File: src/rtl/pse_pkg.sv
// Shared constants, codes and types of the postfix stack evaluator.
package pse_pkg;

    localparam int STACK_DEPTH = 64;
    localparam int PTR_W       = $clog2(STACK_DEPTH);
    localparam int CNT_W       = $clog2(STACK_DEPTH + 1);
    localparam int DATA_W      = 32;
    localparam int CMD_W       = 3;
    localparam int STATUS_W    = 3;
    localparam int DIV_STEPS   = DATA_W;
    localparam int DIV_CNT_W   = $clog2(DIV_STEPS + 1);

    typedef enum logic [CMD_W-1:0] {
        CMD_NUM  = 3'd0,
        CMD_ADD  = 3'd1,
        CMD_SUB  = 3'd2,
        CMD_MUL  = 3'd3,
        CMD_DIV  = 3'd4,
        CMD_EQ   = 3'd5,
        CMD_BAD  = 3'd6,
        CMD_NONE = 3'd7
    } cmd_t;

    typedef enum logic [STATUS_W-1:0] {
        ST_OK   = 3'd0,
        ST_EXPR = 3'd1,
        ST_MANY = 3'd2,
        ST_DIV0 = 3'd3,
        ST_OVF  = 3'd4
    } status_t;

    typedef enum logic [1:0] {
        S_IDLE,
        S_EXEC,
        S_DIV,
        S_EMIT
    } state_t;

    typedef struct packed {
        logic              start;
        logic [DATA_W-1:0] dividend;
        logic [DATA_W-1:0] divisor;
    } div_req_t;

    typedef struct packed {
        logic              done;
        logic [DATA_W-1:0] quotient;
    } div_rsp_t;

endpackage

File: src/rtl/pse_if.sv
// Token and result channel interfaces of the postfix stack evaluator.
interface pse_in_if;
    logic                              valid;
    logic                              ready;
    logic [pse_pkg::CMD_W-1:0]         cmd;
    logic signed [pse_pkg::DATA_W-1:0] operand;
    logic                              line_end;

    modport source (output valid, output cmd, output operand, output line_end, input ready);
    modport sink (input valid, input cmd, input operand, input line_end, output ready);
endinterface

interface pse_out_if;
    logic                              valid;
    logic                              ready;
    logic [pse_pkg::STATUS_W-1:0]      status;
    logic signed [pse_pkg::DATA_W-1:0] result_value;

    modport source (output valid, output status, output result_value, input ready);
    modport sink (input valid, input status, input result_value, output ready);
endinterface

File: src/rtl/pse_ram.sv
// Generic single-port-write, single-port-read RAM with registered read data.
module pse_ram #(
    parameter int WIDTH = 32,
    parameter int DEPTH = 64
) (
    input  logic                     clk,
    input  logic                     we,
    input  logic [$clog2(DEPTH)-1:0] waddr,
    input  logic [WIDTH-1:0]         wdata,
    input  logic [$clog2(DEPTH)-1:0] raddr,
    output logic [WIDTH-1:0]         rdata
);

    logic [WIDTH-1:0] mem [DEPTH];

    always_ff @(posedge clk)
    begin
        if (we)
        begin
            mem[waddr] <= wdata;
        end
        rdata <= mem[raddr];
    end

endmodule

File: src/rtl/pse_divider.sv
// Shift-subtract signed divider, one quotient bit per cycle, truncating toward zero.
module pse_divider (
    input  logic              clk,
    input  logic              rst_n,
    input  pse_pkg::div_req_t req,
    output pse_pkg::div_rsp_t rsp
);
    import pse_pkg::*;

    logic                 busy_reg, busy_next;
    logic [DIV_CNT_W-1:0] steps_reg, steps_next;
    logic                 neg_reg, neg_next;
    logic [DATA_W-1:0]    rem_reg, rem_next;
    logic [DATA_W-1:0]    quo_reg, quo_next;
    logic [DATA_W-1:0]    mb_reg, mb_next;

    logic [DATA_W:0]      shifted;
    logic [DATA_W:0]      diff;
    logic                 fits;
    logic [DATA_W-1:0]    mag_a;
    logic [DATA_W-1:0]    mag_b;

    assign mag_a   = req.dividend[DATA_W-1] ? (DATA_W'(0) - req.dividend) : req.dividend;
    assign mag_b   = req.divisor[DATA_W-1] ? (DATA_W'(0) - req.divisor) : req.divisor;
    assign shifted = {rem_reg, quo_reg[DATA_W-1]};
    assign diff    = shifted - {1'b0, mb_reg};
    assign fits    = !diff[DATA_W];

    always_comb
    begin
        busy_next  = busy_reg;
        steps_next = steps_reg;
        neg_next   = neg_reg;
        rem_next   = rem_reg;
        quo_next   = quo_reg;
        mb_next    = mb_reg;
        if (req.start)
        begin
            busy_next  = 1'b1;
            steps_next = DIV_CNT_W'(DIV_STEPS);
            neg_next   = req.dividend[DATA_W-1] ^ req.divisor[DATA_W-1];
            rem_next   = '0;
            quo_next   = mag_a;
            mb_next    = mag_b;
        end
        else if (busy_reg)
        begin
            if (steps_reg == '0)
            begin
                busy_next = 1'b0;
            end
            else
            begin
                rem_next   = fits ? diff[DATA_W-1:0] : shifted[DATA_W-1:0];
                quo_next   = {quo_reg[DATA_W-2:0], fits};
                steps_next = steps_reg - DIV_CNT_W'(1);
            end
        end
    end

    always_ff @(posedge clk or negedge rst_n)
    begin
        if (!rst_n)
        begin
            busy_reg  <= 1'b0;
            steps_reg <= '0;
        end
        else
        begin
            busy_reg  <= busy_next;
            steps_reg <= steps_next;
        end
    end

    always_ff @(posedge clk)
    begin
        neg_reg <= neg_next;
        rem_reg <= rem_next;
        quo_reg <= quo_next;
        mb_reg  <= mb_next;
    end

    assign rsp.done     = busy_reg && (steps_reg == '0);
    assign rsp.quotient = neg_reg ? (DATA_W'(0) - quo_reg) : quo_reg;

endmodule

File: src/rtl/postfix_stack_evaluator_top.sv
// Postfix evaluator top level: token sequencer around the operand stack RAM.
// Each token is first accepted (issue the stack RAM read), then executed and written back.
// A divide waits in S_DIV for the one-bit-per-cycle shift-subtract divider.
// A line-end token then passes through S_EMIT to load the result register, waiting while it is still full.
// Reset clears the stack count, line flags and result valid; stack RAM is not cleared.
module postfix_stack_evaluator_top (
    input  logic       clk,
    input  logic       rst_n,
    pse_in_if.sink     token,
    pse_out_if.source  result
);
    import pse_pkg::*;

    state_t            state_reg, state_next;
    cmd_t              cmd_reg, cmd_next;
    logic [DATA_W-1:0] operand_reg, operand_next;
    logic              last_reg, last_next;
    logic [CNT_W-1:0]  count_reg, count_next;
    logic [DATA_W-1:0] tos_reg, tos_next;
    logic              finished_reg, finished_next;
    status_t           pending_reg, pending_next;
    logic              out_valid_reg, out_valid_next;
    status_t           out_status_reg, out_status_next;
    logic [DATA_W-1:0] out_value_reg, out_value_next;

    logic              mem_we;
    logic [PTR_W-1:0]  mem_waddr;
    logic [DATA_W-1:0] mem_wdata;
    logic [PTR_W-1:0]  mem_raddr;
    logic [DATA_W-1:0] mem_rdata;

    logic [CNT_W-1:0]  count_m2;
    logic [DATA_W-1:0] mul_low;
    logic [DATA_W-1:0] alu_res;
    logic              accept;

    div_req_t          div_req;
    div_rsp_t          div_rsp;

    pse_ram #(
        .WIDTH (DATA_W),
        .DEPTH (STACK_DEPTH)
    ) u_stack (
        .clk   (clk),
        .we    (mem_we),
        .waddr (mem_waddr),
        .wdata (mem_wdata),
        .raddr (mem_raddr),
        .rdata (mem_rdata)
    );

    pse_divider u_div (
        .clk   (clk),
        .rst_n (rst_n),
        .req   (div_req),
        .rsp   (div_rsp)
    );

    assign token.ready         = (state_reg == S_IDLE);
    assign accept              = token.valid && token.ready;
    assign result.valid        = out_valid_reg;
    assign result.status       = out_status_reg;
    assign result.result_value = out_value_reg;

    // Left operand sits one below the cached top of stack.
    assign count_m2  = count_reg - CNT_W'(2);
    assign mem_raddr = count_m2[PTR_W-1:0];
    assign mul_low   = mem_rdata * tos_reg;

    always_comb
    begin
        case (cmd_reg)
            CMD_ADD: alu_res = mem_rdata + tos_reg;
            CMD_SUB: alu_res = mem_rdata - tos_reg;
            default: alu_res = mul_low;
        endcase
    end

    always_comb
    begin
        state_next      = state_reg;
        cmd_next        = cmd_reg;
        operand_next    = operand_reg;
        last_next       = last_reg;
        count_next      = count_reg;
        tos_next        = tos_reg;
        finished_next   = finished_reg;
        pending_next    = pending_reg;
        out_valid_next  = out_valid_reg;
        out_status_next = out_status_reg;
        out_value_next  = out_value_reg;
        mem_we          = 1'b0;
        mem_waddr       = count_reg[PTR_W-1:0];
        mem_wdata       = operand_reg;
        div_req.start    = 1'b0;
        div_req.dividend = mem_rdata;
        div_req.divisor  = tos_reg;

        if (out_valid_reg && result.ready)
        begin
            out_valid_next = 1'b0;
        end

        unique case (state_reg)
            S_IDLE:
            begin
                if (accept)
                begin
                    cmd_next     = cmd_t'(token.cmd);
                    operand_next = token.operand;
                    last_next    = token.line_end;
                    state_next   = S_EXEC;
                end
            end
            S_EXEC:
            begin
                state_next = last_reg ? S_EMIT : S_IDLE;
                if (!finished_reg)
                begin
                    case (cmd_reg) inside
                        CMD_NUM:
                        begin
                            if (count_reg >= CNT_W'(STACK_DEPTH))
                            begin
                                finished_next = 1'b1;
                                pending_next  = ST_OVF;
                            end
                            else
                            begin
                                mem_we     = 1'b1;
                                tos_next   = operand_reg;
                                count_next = count_reg + CNT_W'(1);
                            end
                        end
                        CMD_ADD, CMD_SUB, CMD_MUL:
                        begin
                            if (count_reg < CNT_W'(2))
                            begin
                                finished_next = 1'b1;
                                pending_next  = ST_EXPR;
                            end
                            else
                            begin
                                mem_we     = 1'b1;
                                mem_waddr  = count_m2[PTR_W-1:0];
                                mem_wdata  = alu_res;
                                tos_next   = alu_res;
                                count_next = count_reg - CNT_W'(1);
                            end
                        end
                        CMD_DIV:
                        begin
                            if (count_reg < CNT_W'(2))
                            begin
                                finished_next = 1'b1;
                                pending_next  = ST_EXPR;
                            end
                            else if (tos_reg == '0)
                            begin
                                finished_next = 1'b1;
                                pending_next  = ST_DIV0;
                            end
                            else
                            begin
                                div_req.start = 1'b1;
                                state_next    = S_DIV;
                            end
                        end
                        CMD_EQ:
                        begin
                            finished_next = 1'b1;
                        end
                        CMD_BAD:
                        begin
                            finished_next = 1'b1;
                            pending_next  = ST_EXPR;
                        end
                        default:
                        begin
                        end
                    endcase
                end
            end
            S_DIV:
            begin
                if (div_rsp.done)
                begin
                    mem_we     = 1'b1;
                    mem_waddr  = count_m2[PTR_W-1:0];
                    mem_wdata  = div_rsp.quotient;
                    tos_next   = div_rsp.quotient;
                    count_next = count_reg - CNT_W'(1);
                    state_next = last_reg ? S_EMIT : S_IDLE;
                end
            end
            S_EMIT:
            begin
                // Hold until the result register is free or being drained.
                if (!out_valid_reg || result.ready)
                begin
                    out_valid_next = 1'b1;
                    out_value_next = '0;
                    if (pending_reg != ST_OK)
                    begin
                        out_status_next = pending_reg;
                    end
                    else if (count_reg == '0)
                    begin
                        out_status_next = ST_EXPR;
                    end
                    else if (count_reg > CNT_W'(1))
                    begin
                        out_status_next = ST_MANY;
                    end
                    else
                    begin
                        out_status_next = ST_OK;
                        out_value_next  = tos_reg;
                    end
                    count_next    = '0;
                    finished_next = 1'b0;
                    pending_next  = ST_OK;
                    state_next    = S_IDLE;
                end
            end
            default:
            begin
                state_next = S_IDLE;
            end
        endcase
    end

    always_ff @(posedge clk or negedge rst_n)
    begin
        if (!rst_n)
        begin
            state_reg     <= S_IDLE;
            count_reg     <= '0;
            finished_reg  <= 1'b0;
            pending_reg   <= ST_OK;
            out_valid_reg <= 1'b0;
        end
        else
        begin
            state_reg     <= state_next;
            count_reg     <= count_next;
            finished_reg  <= finished_next;
            pending_reg   <= pending_next;
            out_valid_reg <= out_valid_next;
        end
    end

    always_ff @(posedge clk)
    begin
        cmd_reg        <= cmd_next;
        operand_reg    <= operand_next;
        last_reg       <= last_next;
        tos_reg        <= tos_next;
        out_status_reg <= out_status_next;
        out_value_reg  <= out_value_next;
    end

endmodule

File: src/flat_wrapper.sv
// flat-port wrapper written by rule: the top's interface ports become plain ports
module postfix_stack_evaluator_top_flat import pse_pkg::*;
  (clk, rst_n, token_valid, token_cmd, token_operand, token_line_end, token_ready, result_valid, result_status, result_result_value, result_ready);
  pse_in_if token_i ();
  pse_out_if result_i ();
  input  logic clk;
  input  logic rst_n;
  input wire logic [$bits(token_i.valid)-1:0] token_valid;
  input wire logic [$bits(token_i.cmd)-1:0] token_cmd;
  input wire logic [$bits(token_i.operand)-1:0] token_operand;
  input wire logic [$bits(token_i.line_end)-1:0] token_line_end;
  output wire logic [$bits(token_i.ready)-1:0] token_ready;
  output wire logic [$bits(result_i.valid)-1:0] result_valid;
  output wire logic [$bits(result_i.status)-1:0] result_status;
  output wire logic [$bits(result_i.result_value)-1:0] result_result_value;
  input wire logic [$bits(result_i.ready)-1:0] result_ready;
  assign token_i.valid = token_valid;
  assign token_i.cmd = token_cmd;
  assign token_i.operand = token_operand;
  assign token_i.line_end = token_line_end;
  assign token_ready = token_i.ready;
  assign result_valid = result_i.valid;
  assign result_status = result_i.status;
  assign result_result_value = result_i.result_value;
  assign result_i.ready = result_ready;
  postfix_stack_evaluator_top u_core (.clk(clk), .rst_n(rst_n), .token(token_i), .result(result_i));
endmodule
File: config.mk
export PLATFORM = sky130hd
export DESIGN_NAME = postfix_stack_evaluator_top_flat
export DESIGN_NICKNAME = d
export VERILOG_FILES = /design/src/rtl/pse_pkg.sv /design/src/rtl/pse_if.sv /design/src/rtl/pse_ram.sv /design/src/rtl/pse_divider.sv /design/src/rtl/postfix_stack_evaluator_top.sv /design/src/flat_wrapper.sv
export SDC_FILE = /design/constraint.sdc
export NUM_CORES = 2
export LEC_CHECK = 0
export BUFFER_PORTS_ARGS = -buffer_cell sky130_fd_sc_hd__buf_2
export CORE_MARGIN = 4
export CORE_UTILIZATION = 64
export DETAILED_ROUTE_END_ITERATION = 8
export PLACE_DENSITY = 0.8
export REMOVE_ABC_BUFFERS = 1
export SETUP_SLACK_MARGIN = 0.15
export SLEW_MARGIN = 20
export SYNTH_ARGS = -nofsm -noshare
export SYNTH_HDL_FRONTEND = slang
export SYNTH_SLANG_ARGS = --single-unit
File: constraint.sdc
create_clock -name clk -period 11.2 [get_ports clk]
set_input_delay 1.68 -clock clk [delete_from_list [all_inputs] [get_ports clk]]
set_output_delay 1.68 -clock clk [all_outputs]
set_load 0.05 [all_outputs]
== Yosys cells after proc, flatten, opt, wreduce, memory -nomap -nowiden ==
Memory sizes are Yosys's and may differ from the RTL's. A register that Yosys moved wholly into a read port is not among the register bits.
Cells that the tools add are included.

* Add/sub/neg operators: 10
* $mul: 1
* Order comparisons: 3
* Equal/unequal tests: 22
* Muxes and demuxes: 98
* Bitwise logic cells: 2
* Reduce and logical (&&, ||, !) cells: 27

{| class="wikitable"
|+ Operators with widths
! operator !! count
|-
| two-way mux 32 bit || 17
|-
| one-hot mux 32 bit (2 select lines) || 3
|-
| subtractor 1 x 32 -> 32 bit (first input constant) || 3
|-
| two-way mux 7 bit || 7
|-
| two-way mux 6 bit || 8
|-
| two-way mux 3 bit || 13
|-
| subtractor 33 x 32 -> 33 bit || 1
|-
| adder 32 bit || 1
|-
| logical NOT 32 bit || 1
|-
| multiplier 32 x 32 -> 32 bit || 1
|-
| two-way mux 1 bit || 32
|-
| subtractor 32 bit || 1
|-
| two-way mux 31 bit || 1
|-
| two-way mux 2 bit || 11
|-
| one-hot mux 7 bit (3 select lines) || 1
|-
| one-hot mux 6 bit (2 select lines) || 1
|-
| inequality test 5 x 3 -> 1 bit (second input constant) || 2
|-
| AND reduction 2 bit || 5
|-
| == test 3 bit (second input constant) || 3
|-
| one-hot mux 2 bit (4 select lines) || 1
|-
| AND reduction 8 bit || 1
|-
| adder 7 x 1 -> 7 bit (second input constant) || 1
|-
| greater-or-equal comparator 7 bit (second input constant) || 1
|-
| greater-than comparator 7 x 1 -> 1 bit (second input constant) || 1
|-
| 32 further kinds || 46
|}

* Bits in registers: 221
* Bits in writable memories: 2048
* Bits of input ports: 40
* Logic and storage cells: 182
* Memories kept: 1

{| class="wikitable"
|+ Memory list
! name !! words !! bits a word !! read ports !! clocked after Yosys merged registers in !! write ports !! line !! text
|-
| u_core.u_stack.mem || 64 || 32 || 1 || 1 || 1 || pse_ram.sv:14 || <nowiki>logic [WIDTH-1:0] mem [DEPTH];</nowiki>
|}

== Depth between registers and ports, before layout ==
* Word-level depth: 10
* Gate-level depth with buffers: 29
* Depth with buffers taken out: 27

== Cells and area by module ==
Synthesis repeated with hierarchy kept, for this count alone.

* Cells, all modules: 7150
* Area, all modules: 111603.3 um^2

{| class="wikitable"
|+ Modules (own cells, without submodules)
! module !! times used !! cells an instance !! area each (um^2) !! sequential area each (um^2)
|-
| pse_ram || 1 || 3511 || 79039.6 || 62139.6
|-
| postfix_stack_evaluator_top || 1 || 2722 || 24543.5 || 3443.3
|-
| pse_divider || 1 || 917 || 8020.2 || 2767.7
|}

== Worst setup path after synthesis ==
Ideal clock, no wire load.

* Path kind: reg-to-reg
* Start point: register u_core.tos_reg[5]
* End point: memory u_core.u_stack.mem[0][31] (data pin)
* Library setup time: 0.719 ns
* Arrival: 9.588 ns
* Data required time: 10.481 ns
* Slack: 0.893 ns
* Stages on the path, launching flop included: 28
* Buffers on the path: 2
* Clock period less this slack: 10.307 ns
* Cells stage by stage: edfxtp_1 clkbuf_1 clkbuf_1 and2_1 fa_1 fa_1 fa_1 inv_1 fa_1 inv_1 fa_1 inv_1 fa_1 inv_1 fa_1 fa_1 ha_1 a21o_1 a31o_2 nand3_1 nand2_1 or4_1 a21oi_1 o211ai_1 a21boi_0 o31ai_1 nand2b_1 o31ai_1

* Word-level cells in the longest chain between the ends: 7
* Elaborated cells on any way between the ends: 9
* Classes of those cells: add/sub: 2; mul: 1; mux: 6

{| class="wikitable"
|+ Ends and longest elaborated chain
! element !! line !! text
|-
| start: declaration || postfix_stack_evaluator_top.sv:19 || <nowiki>logic [DATA_W-1:0] tos_reg, tos_next;</nowiki>
|-
| start signal: assignment || postfix_stack_evaluator_top.sv:258 || <nowiki>tos_reg <= tos_next;</nowiki>
|-
| multiplier 32 x 32 -> 32 bit, or another cell as far along || postfix_stack_evaluator_top.sv:68 || <nowiki>assign mul_low = mem_rdata * tos_reg;</nowiki>
|-
| one-hot mux 32 bit (2 select lines) (*) || postfix_stack_evaluator_top.sv:72 || <nowiki>case (cmd_reg)</nowiki>
|-
| two-way mux 32 bit (*) || postfix_stack_evaluator_top.sv:137 || <nowiki>if (count_reg < CNT_W'(2))</nowiki>
|-
| two-way mux 32 bit (*) (2 in series) || postfix_stack_evaluator_top.sv:120 || <nowiki>case (cmd_reg) inside</nowiki>
|-
| two-way mux 32 bit (*) || postfix_stack_evaluator_top.sv:118 || <nowiki>if (!finished_reg)</nowiki>
|-
| one-hot mux 32 bit (2 select lines) (*) || postfix_stack_evaluator_top.sv:104 || <nowiki>unique case (state_reg)</nowiki>
|-
| named net u_core.mem_wdata[31] || postfix_stack_evaluator_top.sv:28 || <nowiki>logic [DATA_W-1:0] mem_wdata;</nowiki>
|-
| end: declaration || pse_ram.sv:14 ||
|}

Mark *: on every way through the listed nets, which the timed path passes. The rest lies on a longest branch.

== Worst setup path after layout ==
* Start point: register u_core.tos_reg[7]
* End point: memory u_core.u_stack.mem[50][31] (data pin)

Same word-level chain as after synthesis.

==> reports/qor.csv <==
metric;value;unit
status;completed;
hp-start;u_core.u_div.rem_reg[8];
synth_area;110000;um^2
start_util;0.646;
cts.sinks;2301;
cts_tree;built;
synth_cells;6547;
crit_start;u_core.tos_reg[7];
fin_skew;0.0800;ns
core-area;170000;um^2
rsz0062_at_grt;false;
hold_slack;0.483;ns
synth_common_cells;2216 x edfxtp_1, 659 x mux4_2, 439 x inv_1;
max_freq;0.107;GHz
drive_above_1_share;0.203;
clockBufferDepth;3;
synth_edf_count;2216;
numCtsBuffers;214;
synth.area.top_cells;edfxtp_1 61%, mux4_2 14%, fa_1 7.5%, ha_1 2.3%, and2_1 2.0%;
grt_antenna_before_repair;17;
r2r_end;u_core.u_stack.mem[50][31];
worstMarginPinSlew;1.12;ns
drt-total-wl;326000;um
grt_start_max_net_pins;140;
finalCritPeriodShare;0.833;
cap_viol_max_count;0;
num_rows;151;
arrival;9.90;ns
whs_path_depth;2;
critPathMaxFanout;52;
period_minus_slack;9.33;ns
cts_hold_buf;0;
required;11.77;ns
via_per_inst;7.12;
dp_hpwl;180000;um
register_area;68400;um^2
area_growth;10.4;%
wl_per_cell;36.0;um
whs_endpoint;u_core.u_div.rem_reg[8];
rrSetupSlack;1.87;ns
yosysTopAreaCellShare;0.607;
die_area;178000;um^2
async_flop_share;0.00913;
nFillCells;9826;
grt_usage;0.372;
synth_area_leader_cell;edfxtp_1;
cts.root.buffer_cell;clkbuf_16;
clk_latency;0.87;ns
r2r_start;u_core.tos_reg[7];
htree_levels;4;
slew_headroom;0.243;
largest_register;u_core.u_stack.mem;
hp-class;register to register;
grt_pass1_vias;66300;
multi_input_area;39200;um^2
setup_tns;0;ns
yosys_warnings;0;
slew_viol_final;0;
syn_area_per_cell;16.8;um^2
drc;0;
postRouteAntennaNets;0;
overflow;0;
vias;64600;
endpoint_kind;register;
largest_reg_flops;2048;
ys_seq_area_frac;0.623;
port-buffer-count;76;
cts-resized-gates;0;
yosysUniqueCellTypes;77;
yosysMostFrequentCell;edfxtp_1;
synth-seq-cells;2301;
post_cts_buffers;0;
grt_first_pass_wirelength;473000;um
startpoint_type;register;
ys.flop_type;edfxtp_1;
finalSetupViolCount;0;
finalHoldViolCount;0;
fin_nets;7311;
dieHeight;422;um
clk_pin_slew_worst_paths;0.06;ns
gp_congestion;0.962;
r2r_cells;25;
io_pins;77;
drt_pass1_iterations;6;
crit_type;register to register;
drtIter0Drc;9753;
die_w;422;um
[cell type report]
type | instances | area share
flip-flops and latches | 2301 | 0.565
diodes | 9 | 0.000186
clock inverters | 133 | 0.0113
clock buffers | 271 | 0.0474
repair buffers | 265 | 0.0158
well taps | 2218 | 0.0229
inverters | 442 | 0.0137
multi-input cells | 3435 | 0.324
[per-layer routing]
| layer | share of wire | track usage |
|---|---|---|
| met5 | 0.00021 | 0 |
| met4 | 0.077 | 0.224 |
| met3 | 0.12 | 0.0862 |
| met2 | 0.48 | 0.594 |
| met1 | 0.33 | 0.471 |
[through the flow]
stage	instance area, um^2	utilization	setup WS [ns]	instances
after floorplan	108000	-	-16.96	6178
after global placement	114000	0.670	2.38	8659
after detailed placement	114000	0.670	2.19	8659
after CTS	121000	0.712	2.05	9063
after global routing	121000	0.713	1.59	9065
final	121000	0.713	1.87	9074
[critical path, stage by stage, from the launching register on]
cell	delay [ns]
edfxtp_1	0.78
buf_4	0.36
and2_1	0.18
fa_1	0.44
fa_1	0.50
fa_1	0.54
inv_1	0.05
fa_1	0.49
inv_1	0.06
fa_1	0.48
fa_1	0.57
fa_1	0.44
fa_1	0.45
ha_1	0.38
a21o_1	0.22
a31o_2	0.23
nand3_1	0.08
nand2_1	0.06
or4_1	0.41
a21oi_1	0.23
o211ai_1	0.18
a21boi_0	0.22
o31ai_1	0.14
nand2b_1	0.22
o31ai_4	0.76
buf_4	0.55
[cell families after synthesis]
group | Yosys count | synth area share
xor gates and xnor gates | 260 | 0.0208
muxes | 693 | 0.139
buffers and inverters | 811 | 0.0280
adders and majority gates | 612 | 0.0979
DFF | 2301 | 0.623
AOI/OAI and AO/OA | 634 | 0.0364
and+or+nand+nor | 1236 | 0.0553
[how the worst max path moves through the flow]
stage	endpoint	slack, ns	depth (start not counted)
2_1_floorplan	u_core.result.result_value[0]	-16.96	5
3_3_place_gp	u_core.u_stack.mem[4][30]	2.38	26
3_5_place_dp	u_core.u_stack.mem[8][31]	2.19	25
4_1_cts	u_core.u_stack.mem[50][31]	2.05	25
5_1_grt	u_core.u_stack.mem[52][30]	1.59	26
6_report	u_core.u_stack.mem[50][31]	1.87	25
[cells in the final DEF, fill, tap and decap left out, drive strengths merged, types with 16 or more instances in the layout]
master,netlist,final
nor2b,29,29
xor2,127,127
a211oi,30,30
o21a,27,27
clkbuf,300,271
and2,346,346
a22o,17,17
o21ai,175,175
a21o,36,36
inv,440,446
nand2b,30,30
mux2i,26,26
nor3,30,30
o22ai,23,23
a21oi,170,170
ha,202,202
o31ai,45,45
nand2,430,430
dfxtp,64,64
or3,35,35
buf,69,265
clkinv,2,95
fa,410,410
o221ai,16,16
bufinv,0,20
mux4,659,659
nand3,36,36
dfrtp,21,21
edfxtp,2216,2216
xnor2,133,133
nor2,237,237
Power is not shown: default switching activity piles up to over one toggle a cycle in this logic, so the estimate is an artifact.
